**config.mk**
```make
export PLATFORM = sky130hd
export DESIGN_NAME = single_wire_bus_master_unit
export DESIGN_NICKNAME = d
export VERILOG_FILES = /design/src/hw/rtl/swbm_pkg.sv /design/src/hw/rtl/swbm_cfg_regs.sv /design/src/hw/rtl/swbm_core.sv /design/src/hw/rtl/single_wire_bus_master_unit.sv
export SDC_FILE = /design/constraint.sdc
export NUM_CORES = 1
export LEC_CHECK = 0
export BUFFER_PORTS_ARGS = -buffer_cell sky130_fd_sc_hd__buf_4
export CORE_MARGIN = 10
export CORE_UTILIZATION = 65
export CTS_BUF_LIST = sky130_fd_sc_hd__clkbuf_8
export DETAILED_ROUTE_END_ITERATION = 8
export PLACE_DENSITY_LB_ADDON = 0.15
export SYNTH_ARGS = -nofsm -noshare
export SYNTH_HDL_FRONTEND = slang
export SYNTH_HIERARCHICAL = 1
export SYNTH_SLANG_ARGS = --single-unit
```
**constraint.sdc**
```tcl
create_clock -name clk -period 5.5 [get_ports clk]
set_clock_uncertainty 0.2 [all_clocks]
set_input_delay 0.55 -clock clk [delete_from_list [all_inputs] [get_ports clk]]
set_output_delay 0.55 -clock clk [all_outputs]
set_load 0.02 [all_outputs]
```
**src/hw/rtl/swbm_pkg.sv**
```systemverilog
// package for the single-wire bus master: codes, register defaults, shared types
// no dependencies; used by every module of the block
package swbm_pkg;

    localparam int DEFAULT_FRAME_BITS = 9;
    localparam int TICK_W             = 12;
    localparam int CFG_INDEX_W        = 3;
    localparam int CFG_DATA_W         = 12;
    localparam int S_TDATA_W          = 16;
    localparam int S_TUSER_W          = 2;
    localparam int M_TDATA_W          = 16;

    // register indexes
    localparam logic [CFG_INDEX_W-1:0] REG_BIT_DRIVE     = 3'd0;
    localparam logic [CFG_INDEX_W-1:0] REG_BIT_SAMPLE    = 3'd1;
    localparam logic [CFG_INDEX_W-1:0] REG_BIT_LOW       = 3'd2;
    localparam logic [CFG_INDEX_W-1:0] REG_BIT_HIGH      = 3'd3;
    localparam logic [CFG_INDEX_W-1:0] REG_RESET_LOW     = 3'd4;
    localparam logic [CFG_INDEX_W-1:0] REG_RESET_RECOVER = 3'd5;
    localparam logic [CFG_INDEX_W-1:0] REG_DISCOVERY_LOW = 3'd6;

    // register reset values
    localparam logic [7:0]        RST_BIT_DRIVE     = 8'd1;
    localparam logic [7:0]        RST_BIT_SAMPLE    = 8'd2;
    localparam logic [7:0]        RST_BIT_LOW       = 8'd6;
    localparam logic [7:0]        RST_BIT_HIGH      = 8'd11;
    localparam logic [TICK_W-1:0] RST_RESET_LOW     = 12'd200;
    localparam logic [TICK_W-1:0] RST_RESET_RECOVER = 12'd16;
    localparam logic [7:0]        RST_DISCOVERY_LOW = 8'd1;

    typedef enum logic [1:0] {
        ACT_TICK  = 2'd0,
        ACT_RESET = 2'd1,
        ACT_BYTE  = 2'd2
    } action_t;

    typedef enum logic [2:0] {
        MODE_IDLE  = 3'b001,
        MODE_BYTE  = 3'b010,
        MODE_RESET = 3'b100
    } mode_t;

    localparam logic [1:0] PH_ACTIVE    = 2'd0;
    localparam logic [1:0] PH_RECOVER   = 2'd1;
    localparam logic [1:0] PH_DISCOVERY = 2'd2;

    typedef struct packed {
        logic [7:0]        bit_drive_ticks;
        logic [7:0]        bit_sample_tick;
        logic [7:0]        bit_low_ticks;
        logic [7:0]        bit_high_ticks;
        logic [TICK_W-1:0] reset_low_ticks;
        logic [TICK_W-1:0] reset_recover_ticks;
        logic [7:0]        discovery_low_ticks;
    } cfg_t;

    typedef struct packed {
        logic       drive_low;
        logic       busy_res;
        logic       done_res;
        logic [7:0] rx_byte;
        logic       ack_high;
    } result_t;

endpackage

```
**src/hw/rtl/swbm_cfg_regs.sv**
```systemverilog
// configuration register file of the single-wire bus master
// depends on swbm_pkg
module swbm_cfg_regs
(
    input  logic                                 clk,
    input  logic                                 rst_n,
    input  logic                                 cfg_valid,
    input  logic [swbm_pkg::CFG_INDEX_W-1:0]     cfg_index,
    input  logic [swbm_pkg::CFG_DATA_W-1:0]      cfg_data,
    output swbm_pkg::cfg_t                       cfg
);

    swbm_pkg::cfg_t cfg_reg;
    swbm_pkg::cfg_t cfg_next;

    always_comb
    begin
        cfg_next = cfg_reg;
        if (cfg_valid)
        begin
            unique case (cfg_index)
                swbm_pkg::REG_BIT_DRIVE:     cfg_next.bit_drive_ticks     = cfg_data[7:0];
                swbm_pkg::REG_BIT_SAMPLE:    cfg_next.bit_sample_tick     = cfg_data[7:0];
                swbm_pkg::REG_BIT_LOW:       cfg_next.bit_low_ticks       = cfg_data[7:0];
                swbm_pkg::REG_BIT_HIGH:      cfg_next.bit_high_ticks      = cfg_data[7:0];
                swbm_pkg::REG_RESET_LOW:     cfg_next.reset_low_ticks     = cfg_data;
                swbm_pkg::REG_RESET_RECOVER: cfg_next.reset_recover_ticks = cfg_data;
                swbm_pkg::REG_DISCOVERY_LOW: cfg_next.discovery_low_ticks = cfg_data[7:0];
                default:                     cfg_next = cfg_reg;
            endcase
        end
    end

    always_ff @(posedge clk or negedge rst_n)
    begin
        if (!rst_n)
        begin
            cfg_reg.bit_drive_ticks     <= swbm_pkg::RST_BIT_DRIVE;
            cfg_reg.bit_sample_tick     <= swbm_pkg::RST_BIT_SAMPLE;
            cfg_reg.bit_low_ticks       <= swbm_pkg::RST_BIT_LOW;
            cfg_reg.bit_high_ticks      <= swbm_pkg::RST_BIT_HIGH;
            cfg_reg.reset_low_ticks     <= swbm_pkg::RST_RESET_LOW;
            cfg_reg.reset_recover_ticks <= swbm_pkg::RST_RESET_RECOVER;
            cfg_reg.discovery_low_ticks <= swbm_pkg::RST_DISCOVERY_LOW;
        end
        else
        begin
            cfg_reg <= cfg_next;
        end
    end

    assign cfg = cfg_reg;

endmodule

```
**src/hw/rtl/swbm_core.sv**
```systemverilog
// bus state machine: mode, bit frame, slot phase and tick counter, one step per item
// depends on swbm_pkg
module swbm_core
#(
    parameter int FRAME_BITS = swbm_pkg::DEFAULT_FRAME_BITS
)
(
    input  logic                 clk,
    input  logic                 rst_n,
    input  logic                 step,
    input  logic [1:0]           action,
    input  logic [7:0]           tx_byte,
    input  logic                 release_ack,
    input  logic                 line_level,
    input  swbm_pkg::cfg_t       cfg,
    output swbm_pkg::result_t    result
);

    localparam int IDX_W  = $clog2(FRAME_BITS);
    localparam int BL_W   = $clog2(FRAME_BITS + 1);
    localparam int WIDE_W = FRAME_BITS + 9;
    localparam int TW     = swbm_pkg::TICK_W;

    swbm_pkg::mode_t         mode_reg, mode_next;
    logic [FRAME_BITS-1:0]   shift_reg, shift_next;
    logic [BL_W-1:0]         bits_left_reg, bits_left_next;
    logic [1:0]              phase_reg, phase_next;
    logic [TW-1:0]           tick_reg, tick_next;

    logic [TW:0]             n;
    logic [BL_W-1:0]         bl_dec;
    logic [IDX_W-1:0]        idx;
    logic                    bitv;
    logic [TW-1:0]           part_len;
    logic                    part_end;
    logic [TW-1:0]           tick_after;
    logic [WIDE_W-1:0]       load_wide;
    logic [WIDE_W-1:0]       shift_wide;
    logic                    drive;
    logic                    done;
    logic [7:0]              rx;
    logic                    ack;

    always_comb
    begin
        n          = {1'b0, tick_reg} + {{TW{1'b0}}, 1'b1};
        bl_dec     = bits_left_reg - {{(BL_W-1){1'b0}}, 1'b1};
        idx        = (bits_left_reg == '0) ? '0 : bl_dec[IDX_W-1:0];
        bitv       = shift_reg[idx];
        load_wide  = {{FRAME_BITS{1'b0}}, tx_byte, release_ack};
        shift_wide = {9'd0, shift_reg};

        if (mode_reg == swbm_pkg::MODE_BYTE)
        begin
            part_len = (phase_reg == swbm_pkg::PH_ACTIVE) ?
                       {4'd0, cfg.bit_low_ticks} : {4'd0, cfg.bit_high_ticks};
        end
        else
        begin
            priority case (phase_reg)
                swbm_pkg::PH_ACTIVE:  part_len = cfg.reset_low_ticks;
                swbm_pkg::PH_RECOVER: part_len = cfg.reset_recover_ticks;
                default:              part_len = {4'd0, cfg.discovery_low_ticks};
            endcase
        end
        part_end   = (n >= {1'b0, part_len});
        tick_after = part_end ? '0 : n[TW-1:0];
    end

    always_comb
    begin
        mode_next      = mode_reg;
        shift_next     = shift_reg;
        bits_left_next = bits_left_reg;
        phase_next     = phase_reg;
        tick_next      = tick_reg;
        drive          = 1'b0;
        done           = 1'b0;
        rx             = 8'd0;
        ack            = 1'b0;

        unique case (swbm_pkg::action_t'(action))
            swbm_pkg::ACT_RESET, swbm_pkg::ACT_BYTE:
            begin
                if (mode_reg == swbm_pkg::MODE_IDLE)
                begin
                    phase_next = swbm_pkg::PH_ACTIVE;
                    tick_next  = '0;
                    if (action == swbm_pkg::ACT_RESET)
                    begin
                        mode_next = swbm_pkg::MODE_RESET;
                    end
                    else
                    begin
                        mode_next      = swbm_pkg::MODE_BYTE;
                        shift_next     = load_wide[FRAME_BITS-1:0];
                        bits_left_next = BL_W'(FRAME_BITS);
                    end
                end
            end
            swbm_pkg::ACT_TICK:
            begin
                unique case (mode_reg)
                    swbm_pkg::MODE_BYTE:
                    begin
                        tick_next = tick_after;
                        if (phase_reg == swbm_pkg::PH_ACTIVE)
                        begin
                            if (bitv)
                            begin
                                drive = (cfg.bit_drive_ticks != 8'd0) &&
                                        ((n <= {5'd0, cfg.bit_drive_ticks}) ||
                                         (n <= {{TW{1'b0}}, 1'b1}));
                            end
                            else
                            begin
                                drive = 1'b1;
                            end
                            if ((n == {5'd0, cfg.bit_sample_tick}) && !line_level)
                            begin
                                shift_next = shift_reg &
                                             ~({{(FRAME_BITS-1){1'b0}}, 1'b1} << idx);
                            end
                            if (part_end)
                            begin
                                if (bits_left_reg != '0)
                                begin
                                    bits_left_next = bl_dec;
                                end
                                phase_next = swbm_pkg::PH_RECOVER;
                            end
                        end
                        else if (part_end)
                        begin
                            phase_next = swbm_pkg::PH_ACTIVE;
                            if (bits_left_reg == '0)
                            begin
                                mode_next = swbm_pkg::MODE_IDLE;
                                done      = 1'b1;
                                rx        = shift_wide[8:1];
                                ack       = shift_wide[0];
                            end
                        end
                    end
                    swbm_pkg::MODE_RESET:
                    begin
                        tick_next = tick_after;
                        priority case (phase_reg)
                            swbm_pkg::PH_ACTIVE:
                            begin
                                drive = 1'b1;
                                if (part_end)
                                begin
                                    phase_next = swbm_pkg::PH_RECOVER;
                                end
                            end
                            swbm_pkg::PH_RECOVER:
                            begin
                                if (part_end)
                                begin
                                    phase_next = swbm_pkg::PH_DISCOVERY;
                                end
                            end
                            default:
                            begin
                                drive = 1'b1;
                                if (part_end)
                                begin
                                    phase_next = swbm_pkg::PH_ACTIVE;
                                    mode_next  = swbm_pkg::MODE_IDLE;
                                    done       = 1'b1;
                                end
                            end
                        endcase
                    end
                    default:
                    begin
                        mode_next = swbm_pkg::MODE_IDLE;
                    end
                endcase
            end
            default:
            begin
                mode_next = mode_reg;
            end
        endcase

        result.drive_low = drive;
        result.busy_res  = (mode_next == swbm_pkg::MODE_BYTE) ||
                           (mode_next == swbm_pkg::MODE_RESET);
        result.done_res  = done;
        result.rx_byte   = rx;
        result.ack_high  = ack;
    end

    always_ff @(posedge clk or negedge rst_n)
    begin
        if (!rst_n)
        begin
            mode_reg      <= swbm_pkg::MODE_IDLE;
            shift_reg     <= '0;
            bits_left_reg <= '0;
            phase_reg     <= swbm_pkg::PH_ACTIVE;
            tick_reg      <= '0;
        end
        else if (step)
        begin
            mode_reg      <= mode_next;
            shift_reg     <= shift_next;
            bits_left_reg <= bits_left_next;
            phase_reg     <= phase_next;
            tick_reg      <= tick_next;
        end
    end

endmodule

```
**src/hw/rtl/single_wire_bus_master_unit.sv**
```systemverilog
// Single-wire bus master, top level: input register, bus state machine, result register.
// Each item on the slave stream is a time-base tick or a command; one result item per item.
// The stream carries action in s_tuser; command and line data in s_tdata.
// Config writes (cfg_valid/cfg_ready, cfg_index, cfg_data) set the slot and reset timing;
// cfg_ready is always high, and writes are meant for when no item is in flight.
// Register indexes: 0 bit drive, 1 bit sample, 2 bit low, 3 bit high, 4 reset low,
// 5 reset recover, 6 discovery low; other indexes are ignored.
// Path: an accepted item is held in the input register, and its result leaves on
// m_tdata from the result register.
// Throughput: one item per cycle while m_tready stays high; the single state-machine step
// between the two registers updates mode, frame, slot phase and tick counter in that same cycle.
// When m_tready is low the result register holds, the input register still takes
// one more item, and s_tready then drops until the result is taken.
// Reset (rst_n low) empties both registers, puts the bus idle with the line released
// and loads the default timing values.
module single_wire_bus_master_unit
#(
    parameter int FRAME_BITS = swbm_pkg::DEFAULT_FRAME_BITS
)
(
    input  logic                                 clk,
    input  logic                                 rst_n,
    input  logic                                 s_tvalid,
    output logic                                 s_tready,
    // tx_byte [7:0], release_ack [8], line_level [9], zero [15:10]
    input  logic [swbm_pkg::S_TDATA_W-1:0]       s_tdata,
    // action [1:0]
    input  logic [swbm_pkg::S_TUSER_W-1:0]       s_tuser,
    output logic                                 m_tvalid,
    input  logic                                 m_tready,
    // drive_low [0], busy_res [1], done_res [2], rx_byte [10:3], ack_high [11], zero [15:12]
    output logic [swbm_pkg::M_TDATA_W-1:0]       m_tdata,
    input  logic                                 cfg_valid,
    output logic                                 cfg_ready,
    input  logic [swbm_pkg::CFG_INDEX_W-1:0]     cfg_index,
    input  logic [swbm_pkg::CFG_DATA_W-1:0]      cfg_data
);

    logic                 in_valid_reg;
    logic [1:0]           act_reg;
    logic [7:0]           tx_reg;
    logic                 rel_reg;
    logic                 line_reg;
    logic                 out_valid_reg;
    swbm_pkg::result_t    out_reg;
    swbm_pkg::result_t    result;
    swbm_pkg::cfg_t       cfg;
    logic                 advance;
    logic                 take_in;

    assign advance   = in_valid_reg && (!out_valid_reg || m_tready);
    assign s_tready  = !in_valid_reg || advance;
    assign take_in   = s_tvalid && s_tready;
    assign cfg_ready = 1'b1;

    swbm_cfg_regs u_cfg
    (
        .clk       (clk),
        .rst_n     (rst_n),
        .cfg_valid (cfg_valid),
        .cfg_index (cfg_index),
        .cfg_data  (cfg_data),
        .cfg       (cfg)
    );

    swbm_core #(.FRAME_BITS(FRAME_BITS)) u_core
    (
        .clk         (clk),
        .rst_n       (rst_n),
        .step        (advance),
        .action      (act_reg),
        .tx_byte     (tx_reg),
        .release_ack (rel_reg),
        .line_level  (line_reg),
        .cfg         (cfg),
        .result      (result)
    );

    always_ff @(posedge clk or negedge rst_n)
    begin
        if (!rst_n)
        begin
            in_valid_reg  <= 1'b0;
            out_valid_reg <= 1'b0;
        end
        else
        begin
            if (take_in)
            begin
                in_valid_reg <= 1'b1;
            end
            else if (advance)
            begin
                in_valid_reg <= 1'b0;
            end
            if (advance)
            begin
                out_valid_reg <= 1'b1;
            end
            else if (m_tready)
            begin
                out_valid_reg <= 1'b0;
            end
        end
    end

    // item payload
    always_ff @(posedge clk)
    begin
        if (take_in)
        begin
            act_reg  <= s_tuser[1:0];
            tx_reg   <= s_tdata[7:0];
            rel_reg  <= s_tdata[8];
            line_reg <= s_tdata[9];
        end
        if (advance)
        begin
            out_reg <= result;
        end
    end

    assign m_tvalid = out_valid_reg;
    assign m_tdata  = {4'd0, out_reg.ack_high, out_reg.rx_byte, out_reg.done_res,
                       out_reg.busy_res, out_reg.drive_low};

endmodule

```
==> out/qor.yml <==
floorplanning:
  core_sq_um: 10300
  std_cell_rows: 37
  num_io_pins: 57
  die_h_um: 123
  fp.dieArea_sq_um: 15000
  dieWidth_um: 123
  initial_core_util_pct: 66.6
clock_tree:
  tritoncts: "yes"
  clk_path_buf_depth: 2
  post_cts_resized: 0
  hold_buffers: 1
  ctsHtreeMaxLevel: 4
  tritoncts.num_buffers: 17
  insertion_delay_ns: 0.46
  postCtsSetupBuffers: 0
  clkSinkCount: 120
  clk_pin_slew_ns: 0.10
  clock_tree.root_cell: "sky130_fd_sc_hd__clkbuf_8"
worst_setup_path:
  timing_worst_setup_path_type: "reg2reg"
  worst-endpoint-required_ns: 5.66
  worstReg2RegEnd: "u_core/tick_reg[6]"
  cp_max_fo: 25
  cp.arrival_ns: 4.43
  path_cells: "buf_4 -> nor2_1 -> nand2_1 -> a21oi_1 -> a21oi_1 -> ha_1 -> a21oi_1 -> o221ai_1 -> a21oi_1 -> o211ai_1 -> or2_4 -> or3_1 -> o21ai_1"
  crit-reg2reg-launch: "u_core/phase_reg[0]"
  startpoint_type: "register"
  cp_slowest_cell: "sky130_fd_sc_hd__nor2_1"
  crit_family: "simple AND/OR/NAND/NOR gates"
  worst_path_largest_cell_delay_ns: 0.85
  worst_setup_end_kind: "register"
  setup_slack_on_the_worst_flop_to_flop_path_ns: 1.23
  worst-r2r-cell-count: 13
  crit_path_frequent_cell: "sky130_fd_sc_hd__a21oi_1"
  worst-path-buf-inv: 1
worst_hold_path:
  worst_hold_path_type: "in2reg"
  min_delay_path_depth: 1
  min_to: "tx_reg[2]"
  hold_path_startpoint: "s_tdata[2]"
status:
  run_status: "complete, no violations"
synthesis:
  mappedNetlistArea_sq_um: 6850
  ys_async_sr_fraction_pct: 80.0
  count_of_distinct_cell_types_in_the_synthesized_netlist: 78
  postSynthCellCount: 628
  number_of_enable_type_register_cells_in_the_synthesized_netlist: 24
  syn_area_per_cell_sq_um: 10.9
  postSynthRegisterBits: 120
  yosys_warnings: 6
  sequential_to_total_area_share_from_yosys_stat_pct: 45.9
  ys_dominant_reg_cell: "sky130_fd_sc_hd__dfrtp_1"
global_route:
  gr-max-usage-layer: "met2"
  via_count_of_the_first_global_routing_pass: 5140
  maximum_number_of_pins_on_one_net_before_global_route_repair: 52
  global_route_wire_length_before_repair_um: 26300
  global_route.usage.met3_pct: 6.38
  grt_antenna_before_repair: 1
  grtUsageMet1_pct: 29.5
  globalRoute.totalOverflow: 0
  gr-usage-all-layers_pct: 22.6
  grt_util_met2_pct: 34.3
sta:
  setup-violations-final: 0
  setup_repair_after_global_routing_missed_its_margin: "false"
  drv_slew: 0
  max_freq_mhz: 234
  final_min_period_over_clock_period_pct: 77.7
  tightestPinTransition_ns: 1.08
  hold_viol_final: 0
  final_period_minus_worst_setup_slack_ns: 4.27
  slew-limit-headroom_pct: 28.1
  fin_tns_setup_ns: 0
routing:
  num_vias: 5034
  drt-total-wl_um: 16200
  drt_iter0_drc: 451
  route.antenna.remaining_nets: 0
  drtPass1Iterations: 5
  post_drt_wl_per_cell_um: 20.0
  via_per_inst: 6.22
  drc_errors: 0
final_layout:
  fill_cells: 755
  finish.net_count: 727
  diode_count: 0
  number_of_flip_flops_under_the_largest_register_name: 64
  area_growth_pct: 10.6
  layout-drive-gt1-share_pct: 26.4
  finalNonFillerCells: 809
placed_design:
  cell_total_after_placement: 776
  post-dp-hpwl_um: 11200
  io_buffer_count: 45
  gp_routability_congestion: 0.924
power:
  leak_nw: 3.27
  pwr_density_cell_nw_per_um2: 388
  irDropWorstVdd_uv: 279
job:
  drv.max_cap_violation_count: 0
-- per-layer routing --
layer | routed length (um) | up-vias | part of all wire [%]
met4 | 458 | 2 | 2.8
met2 | 7610 | 164 | 47
li1 | - | 2352 | -
met1 | 7080 | 2487 | 44
met5 | 13 | - | 0.080
met3 | 1040 | 29 | 6.4
-- worst max-delay path by stage --
stage,end,startpoint,cells after the start
global placement,u_core/tick_reg[6],u_core/phase_reg[0],13
detailed placement,u_core/tick_reg[6],u_core/phase_reg[0],13
global route,u_core/tick_reg[6],u_core/phase_reg[1],13
floorplan,u_core/tick_reg[6],u_core/phase_reg[0],13
finish,u_core/tick_reg[6],u_core/phase_reg[0],13
CTS,u_core/tick_reg[6],u_core/phase_reg[0],13
-- where the power goes --
group | switching [W] | internal (W)
combinational | 0.000482 | 0.000393
clock | 0.000346 | 0.000435
sequential | 0.000178 | 0.00111
total | 0.00101 | 0.00193
-- kinds of logic after synthesis --
logic type	count (synthesis)	synth area share, %
other	2	0.110
AO/OA/AOI/OAI	137	12.9
flip-flops	120	45.9
AND/OR/NAND/NOR	170	14.3
multiplexers	87	14.2
XOR/XNOR	18	2.91
adder cells (fa/ha/maj)	29	5.30
buffers and inverters	65	4.51
-- cells in the mapped netlist (all sizes together), types with 9 or more instances --
master	n	area share [%]
buf	19	1.8
and2	15	1.4
nand3	9	0.66
mux2	69	11
ha	29	5.3
edfxtp	24	11
mux2i	17	2.5
inv	25	1.4
nor2	30	1.7
nor3	9	0.66
a21oi	38	2.8
xnor2	9	1.2
dfstp	13	5.0
o21ai	43	3.2
clkbuf	21	1.3
nand2	52	2.9
dfrtp	83	30
nand2b	9	0.82
-- cell type report --
cell class	instances	area [sq um]	area share (%)
Inverter	25	93.8	1.24
Sequential cell	120	3140	41.5
Timing Repair Buffer	50	378	4.99
Multi-Input combinational cell	446	3410	45.0
Clock inverter	15	149	1.97
Tap cell	136	170	2.25
Clock buffer	17	234	3.09
-- cells in the final DEF (no fill, tap or decap), drive strengths merged, types with 4 or more instances in the layout --
cell type	count
xor2	6
o2111ai	5
nor4b	4
conb	5
nor3	9
nand2b	9
o31ai	5
nor4	6
clkbuf	17
inv	32
and3	5
dfrtp	83
xnor2	9
mux2	69
and2	15
nand3	9
nand4	6
nand2	52
edfxtp	24
o21ai	43
or3	5
a21oi	38
nor2	30
a31oi	8
nand4b	4
buf	49
mux2i	17
a211oi	8
dfstp	13
ha	29
-- stage by stage --
step	setup slack (ns)	hold slack [ns]	power (W)	area (sq um)	utilization, %
detailed placement	1.35	0.288	0.00215	7180	69.9
CTS	1.28	0.0319	0.00294	7570	73.7
floorplan	2.24	0.0544	0.00190	6860	-
finish	1.23	0.0564	0.00294	7570	73.7
global placement	1.44	0.282	0.00210	7180	69.9
global route	0.933	0.0300	0.00311	7570	73.7
Power figures use the tool's default switching activity.
